**src/design/bcla_ram.sv**
```systemverilog
`timescale 1ns / 1ps
`default_nettype none
// ----------------------------------------------------------------------------
// bcla_ram
// Simple dual-port RAM: one write port, one read port with registered data.
// ----------------------------------------------------------------------------
module bcla_ram #(
  parameter int WIDTH = 8,
  parameter int DEPTH = 16,
  localparam int AW = $clog2(DEPTH)
) (
  input  wire logic             clk_i,
  input  wire logic             we_i,
  input  wire logic [AW-1:0]    waddr_i,
  input  wire logic [WIDTH-1:0] wdata_i,
  input  wire logic [AW-1:0]    raddr_i,
  output logic      [WIDTH-1:0] rdata_o
);

  logic [WIDTH-1:0] mem_q [DEPTH];

  always_ff @(posedge clk_i) begin
    if (we_i) begin
      mem_q[waddr_i] <= wdata_i;
    end
    rdata_o <= mem_q[raddr_i];
  end

endmodule
`default_nettype wire

```
**config.mk**
```make
export PLATFORM = sky130hd
export DESIGN_NAME = bcla_ram
export DESIGN_NICKNAME = d
export VERILOG_FILES = /design/src/design/bcla_ram.sv
export SDC_FILE = /design/constraint.sdc
export NUM_CORES = 1
export LEC_CHECK = 0
export ABC_CLOCK_PERIOD_IN_PS = 1950
export BUFFER_PORTS_ARGS = -buffer_cell sky130_fd_sc_hd__buf_2
export CAP_MARGIN = 20
export CELL_PAD_IN_SITES_DETAIL_PLACEMENT = 0
export CELL_PAD_IN_SITES_GLOBAL_PLACEMENT = 1
export CORE_MARGIN = 1.5
export CORE_UTILIZATION = 48
export CTS_CLUSTER_SIZE = 14
export DETAILED_ROUTE_END_ITERATION = 12
export MAX_ROUTING_LAYER = met4
export PLACE_DENSITY = 0.74
export SLEW_MARGIN = 20
export SYNTH_ARGS = -nofsm -noshare
export SYNTH_HDL_FRONTEND = slang
export SYNTH_SLANG_ARGS = --single-unit
export TNS_END_PERCENT = 10
```
**constraint.sdc**
```tcl
create_clock -name clk_i -period 1.95 [get_ports clk_i]
set_input_delay 0.39 -clock clk_i [delete_from_list [all_inputs] [get_ports clk_i]]
set_output_delay 0.39 -clock clk_i [all_outputs]
set_load 0.01 [all_outputs]
```
==> out/results.tsv, run 1 <==
metric	value	unit
synth unique cells	19	
Pwr per Cell Area	1043	nW/um^2
chip height	106.6	um
Area Growth Syn to Fin	18.11	%
core area	10370	um^2
Critical Path RT	1560	ps
CTS Buf Count	17	
syn avg cell area	22.48	um^2
Max Slew Vio Count	0	
clk buf depth	2	
post-CTS sizing	0	
Top Ports	26	
via count	2441	
first-pass GRT wire length	14.70	mm
Diodes inserted	0	
Iter 0 DRT Violations	271	
Congestion Overflow GR	0	
vias in the first global route	2510	
family with the most delay on the worst path	flip-flops	
worst setup path startpoint	rdata_o[5]	
Fill cells	761	
crit path cell chain	buf_2	
Crit Path Category	flop to output port	
synthesized area	5147	um^2
global placement routability congestion	0.7129	
most frequent cells in the layout	edfxtp_1, buf_2, buf_4	
Util after Layout	0.5863	
fin crit share	0.7425	
worst-margin pin slew	402.8	ps
cts hold-fix bufs	0	
Pleak	2.078	nW
most common cell after layout, fill and taps aside	edfxtp_1	
CTS tree	done	
Die W	106.6	um
HP Class	primary input to flop	
WL/cell	21.69	um
initial antenna violation count	0	
drt total wl	9.412	mm
VDD IR-drop max	0.0003712	V
RSZ-0062 raised after global routing	false	
Final Hold Viols	0	
Sink Count	136	
largest net degree at the start of global routing	24	
Design Power	6.343	mW
setup TNS	0	ps
Critical Path Fanout Max	1	
Die Area	11350	um^2
most frequently used flop master after synthesis	edfxtp_1	
Setup violations, final	0	
Rel. slew slack	0.7315	
Initial Utilization	0.4964	
YS warnings	0	
GRT Total Usage	0.1940	
layout cell share with drive strength beyond 1	0.3054	
FP Rows	37	
slowest CP cell	dfxtp_1	
Post-Syn Instances	229	
PortBufs	25	
worst path bufs/invs	1	
nets	304	
critical path arrival	1060	ps
antenna-violating nets left	0	
crit end category	output port	
drt pass-1 iters	4	
minimum clock period after layout	1448	ps
RR Startpoint	mem_q[2][2]	
max frequency	690.7	MHz
CP max stage delay	380	ps
skew final	4.087	ps
flops & latches, synth	136	
DP HPWL	6.033	mm
Mapped Nets	247	
Hold Startpoint	wdata_i[3]	
Async SR Flop Fraction	0	
post-synthesis sequential area ratio	0.7778	
DRC	0	
post-CTS setup buffers	0	
Worst-Skew Late Latency	520	ps
htree depth	4	
status	completed	
Max Cap Violations	0	
CP Launch Type	flop	
root buffer selected by CTS	clkbuf_8	
Reg clk slew, reported paths	60	ps
vias per cell	5.624	
Post-synth EDFFs	128	
[worst paths after layout]
path	end	slack, ps	cells after the start
worst min register to register	rdata_o[1]	680	3
worst max register to register	rdata_o[2]	580	3
worst max-delay path	rdata_o[5]	500	1
worst min-delay path	mem_q[13][3]	260	1
[worst register-to-register path: cells and delay by family, from the launching register on]
family / cells / cell delay (ps)
mux: 1 / 490
flops: 1 / 350
compound gates: 1 / 300
simple gates: 1 / 100
[report_power, final]
part	switching [mW]	leakage, nW	internal [mW]	total, mW
Clock	1.05	0.249	1.69	2.74
Combinational	0.172	0.605	0.140	0.312
Sequential	0.0226	1.22	3.27	3.29
Total	1.25	2.08	5.10	6.34
[cell usage after synthesis, types with 2 or more instances]
cell type,number,area share
dfxtp_1,8,0.031
edfxtp_1,128,0.75
a22oi_1,16,0.023
buf_2,3,0.0029
nand2b_1,2,0.0024
nor2_1,13,0.0095
nor3_1,4,0.0039
nand3b_1,2,0.0029
buf_6,3,0.0066
clkdlybuf4s25_2,3,0.0058
mux4_1,14,0.071
mux4_2,18,0.079
nand2_1,9,0.0066
[layer usage]
layer	GRT usage	vias to the layer above	share of wire
met4	0.06571	0	0.0074
met5	-	-	0
met3	0.05702	8	0.055
li1	-	1086	-
met2	0.2876	82	0.49
met1	0.2613	1265	0.44
[registers in the layout (all words and copies together) (netlist names)]
| register | cells |
|---|---|
| mem_q | 128 |
| rdata_o | 8 |
[kinds of logic (layout without fill, tap and decap cells)]
kind of cell	count (synthesis)	in the layout	synth area share
flops	136	136	0.7778
simple gates	35	35	0.03184
mux	32	32	0.1502
compound gates	16	16	0.02334
buf+inv	10	79	0.01677
[area by class of cell]
class / instances / area [um^2] / area share
clock buffer: 28 / 495.5 / 0.08150
sequential: 136 / 4004 / 0.6586
clock inverter: 3 / 17.52 / 0.002881
tap: 136 / 170.2 / 0.02799
timing repair buffer: 48 / 335.3 / 0.05516
multi-input combinational: 83 / 1057 / 0.1739
[stage by stage]
step / hold WS [ps] / cell area [um^2] / std cells / setup WS, ps
6_report: 258.5 / 6080 / 434 / 502.2
5_1_grt: 251.0 / 6080 / 434 / 467.3
4_1_cts: 239.4 / 6080 / 434 / 472.0
3_5_place_dp: 663.6 / 5567 / 403 / 121.1
3_3_place_gp: 652.3 / 5567 / 403 / 142.2
2_1_floorplan: 488.9 / 5147 / 229 / 67.13
No activity file was read; power rests on OpenSTA's default activity.
==> inputs of run 2 (changes only) <==
- ABC_CLOCK_PERIOD_IN_PS: 1950 -> 1510
- CORE_UTILIZATION: 48 -> 53
- PLACE_DENSITY: 0.74 -> 0.78
- clock period: 1.95 -> 1.51 ns (I/O delays scaled with it)
==> out/results.tsv, run 2 (synthesized netlist as in run 1, its figures left out) <==
metric	value	unit	change
number of flip-flops in the largest register	128		unchanged
crit end category	flop		
vias per cell	5.660		+0.63%
Biggest register	mem_q		
root buffer selected by CTS	clkbuf_8		
HP Class	primary input to flop		
clk buf depth	2		unchanged
Max Cap Violations	0		unchanged
Max Slew Vio Count	0		unchanged
R2R Setup Slk	140	ps	-440 ps
nets	311		+2.3%
largest registers	mem_q (128), rdata_o (8)		
drt pass-1 iters	6		+2
Util after Layout	0.6641		+0.07785
PortBufs	25		unchanged
Area Growth Syn to Fin	20.35	%	
VDD IR-drop max	0.0007801	V	+110%
critical path arrival	1760	ps	+700 ps
worst-margin pin slew	749.7	ps	+346.9 ps
Critical Path RT	1900	ps	+340 ps
most frequent cells in the layout	edfxtp_1, buf_4, buf_2		
RSZ-0062 raised after global routing	false		
via count	2462		+0.86%
crit path cell chain	mux4_1 > a22oi_1 > nand2_1		
Design Power	8.535	mW	+35%
chip height	101.6	um	-4.7%
Hold Startpoint	wdata_i[1]		
Die Area	10310	um^2	-9.2%
Congestion Overflow GR	0		unchanged
antenna-violating nets left	0		unchanged
Setup violations, final	0		unchanged
initial antenna violation count	0		unchanged
GRT Total Usage	0.2187		+0.02472
Diodes inserted	0		unchanged
Initial Utilization	0.5518		+0.05546
DRC	0		unchanged
Iter 0 DRT Violations	154		-43%
Critical Path Fanout Max	1		unchanged
slowest CP cell	mux4_1		
Fill cells	604		-21%
global placement routability congestion	0.7130		about the same
most common cell after layout, fill and taps aside	edfxtp_1		
WL/cell	22.11	um	+1.9%
layout cell share with drive strength beyond 1	0.3464		+0.04104
htree depth	4		unchanged
Sink Count	136		unchanged
RR Startpoint	mem_q[2][2]		
Reg clk slew, reported paths	60	ps	about the same
DP HPWL	6.031	mm	about the same
max frequency	732.1	MHz	
Pwr per Cell Area	1378	nW/um^2	+32%
post-CTS setup buffers	0		unchanged
Pleak	2.136	nW	+2.8%
CTS tree	done		
cts hold-fix bufs	0		unchanged
fin crit share	0.9046		
Final Hold Viols	0		unchanged
Crit Path Category	flop to flop		
FP Rows	35		-5.4%
CP Launch Type	flop		
Die W	101.6	um	-4.7%
minimum clock period after layout	1366	ps	
core area	9328	um^2	-10%
worst setup path startpoint	mem_q[2][2]		
status	completed		
skew final	4.262	ps	+0.1753 ps
post-CTS sizing	0		unchanged
Rel. slew slack	0.4984		-0.2331
largest net degree at the start of global routing	17		-29%
vias in the first global route	2601		+3.6%
Worst-Skew Late Latency	510	ps	about the same
CP max stage delay	500	ps	+120 ps
drt total wl	9.616	mm	+2.2%
Top Ports	26		unchanged
first-pass GRT wire length	14.89	mm	+1.3%
CTS Buf Count	17		unchanged
## run 2: changes by cell type in the layout (fill, tap and decap cells not counted), sizes merged
cell	previous run	this run
buf	48	55
bufinv	0	2
clkbuf	28	17
clkinv	2	6
clkinvlp	1	4
inv	0	3
## run 2: final cells by class
cell class	instances	area, um^2	share of cell area
clock buffers	17	414.1	0.06686
clock inverters	15	152.6	0.02464
multi-input cells	83	1062	0.1715
flip-flops and latches	136	4004	0.6463
well taps	129	161.4	0.02606
repair buffers	55	400.4	0.06463
## run 2: worst max-delay path, delay by kind of cell (launching register included)
family	cells	cell delay, ps
multiplexers	1	500
AND/OR/NAND/NOR	1	100
AO/OA/AOI/OAI	1	280
flip-flops	1	360
## run 2: path summary, 6_finish.rpt
path / endpoint / cells past startpoint
worst min register to register: rdata_o[1] / 3
worst max-delay path: rdata_o[2] / 3
worst max register to register: rdata_o[2] / 3
worst min-delay path: mem_q[7][1] / 1
## run 2: power breakdown
part | switching, mW | total [mW] | internal, mW | leakage (nW)
sequential | 0.0253 | 4.25 | 4.22 | 1.22
combinational | 0.232 | 0.427 | 0.195 | 0.643
clock | 1.51 | 3.86 | 2.35 | 0.268
## run 2: through the flow
stage	area (um^2)	hold WS (ps)	std cells	worst slack [ps]	setup TNS, ps
floorplan	5152	400.9	229	-58.15	-1727
global placement	5628	658.0	403	-246.9	-2041
detailed placement	5628	657.6	403	-270.6	-2486
CTS	6195	159.6	435	99.45	0
global route	6195	165.9	435	86.46	0
finish	6195	174.4	435	144.1	0
## run 2: routing by layer
| layer | up-vias | global-route usage | wire, um |
|---|---|---|---|
| met5 | - | - | 0 |
| met4 | 0 | 0.06944 | 129 |
| met3 | 14 | 0.06625 | 404 |
| met2 | 71 | 0.3364 | 4853 |
| met1 | 1271 | 0.2835 | 4227 |
| li1 | 1106 | - | - |
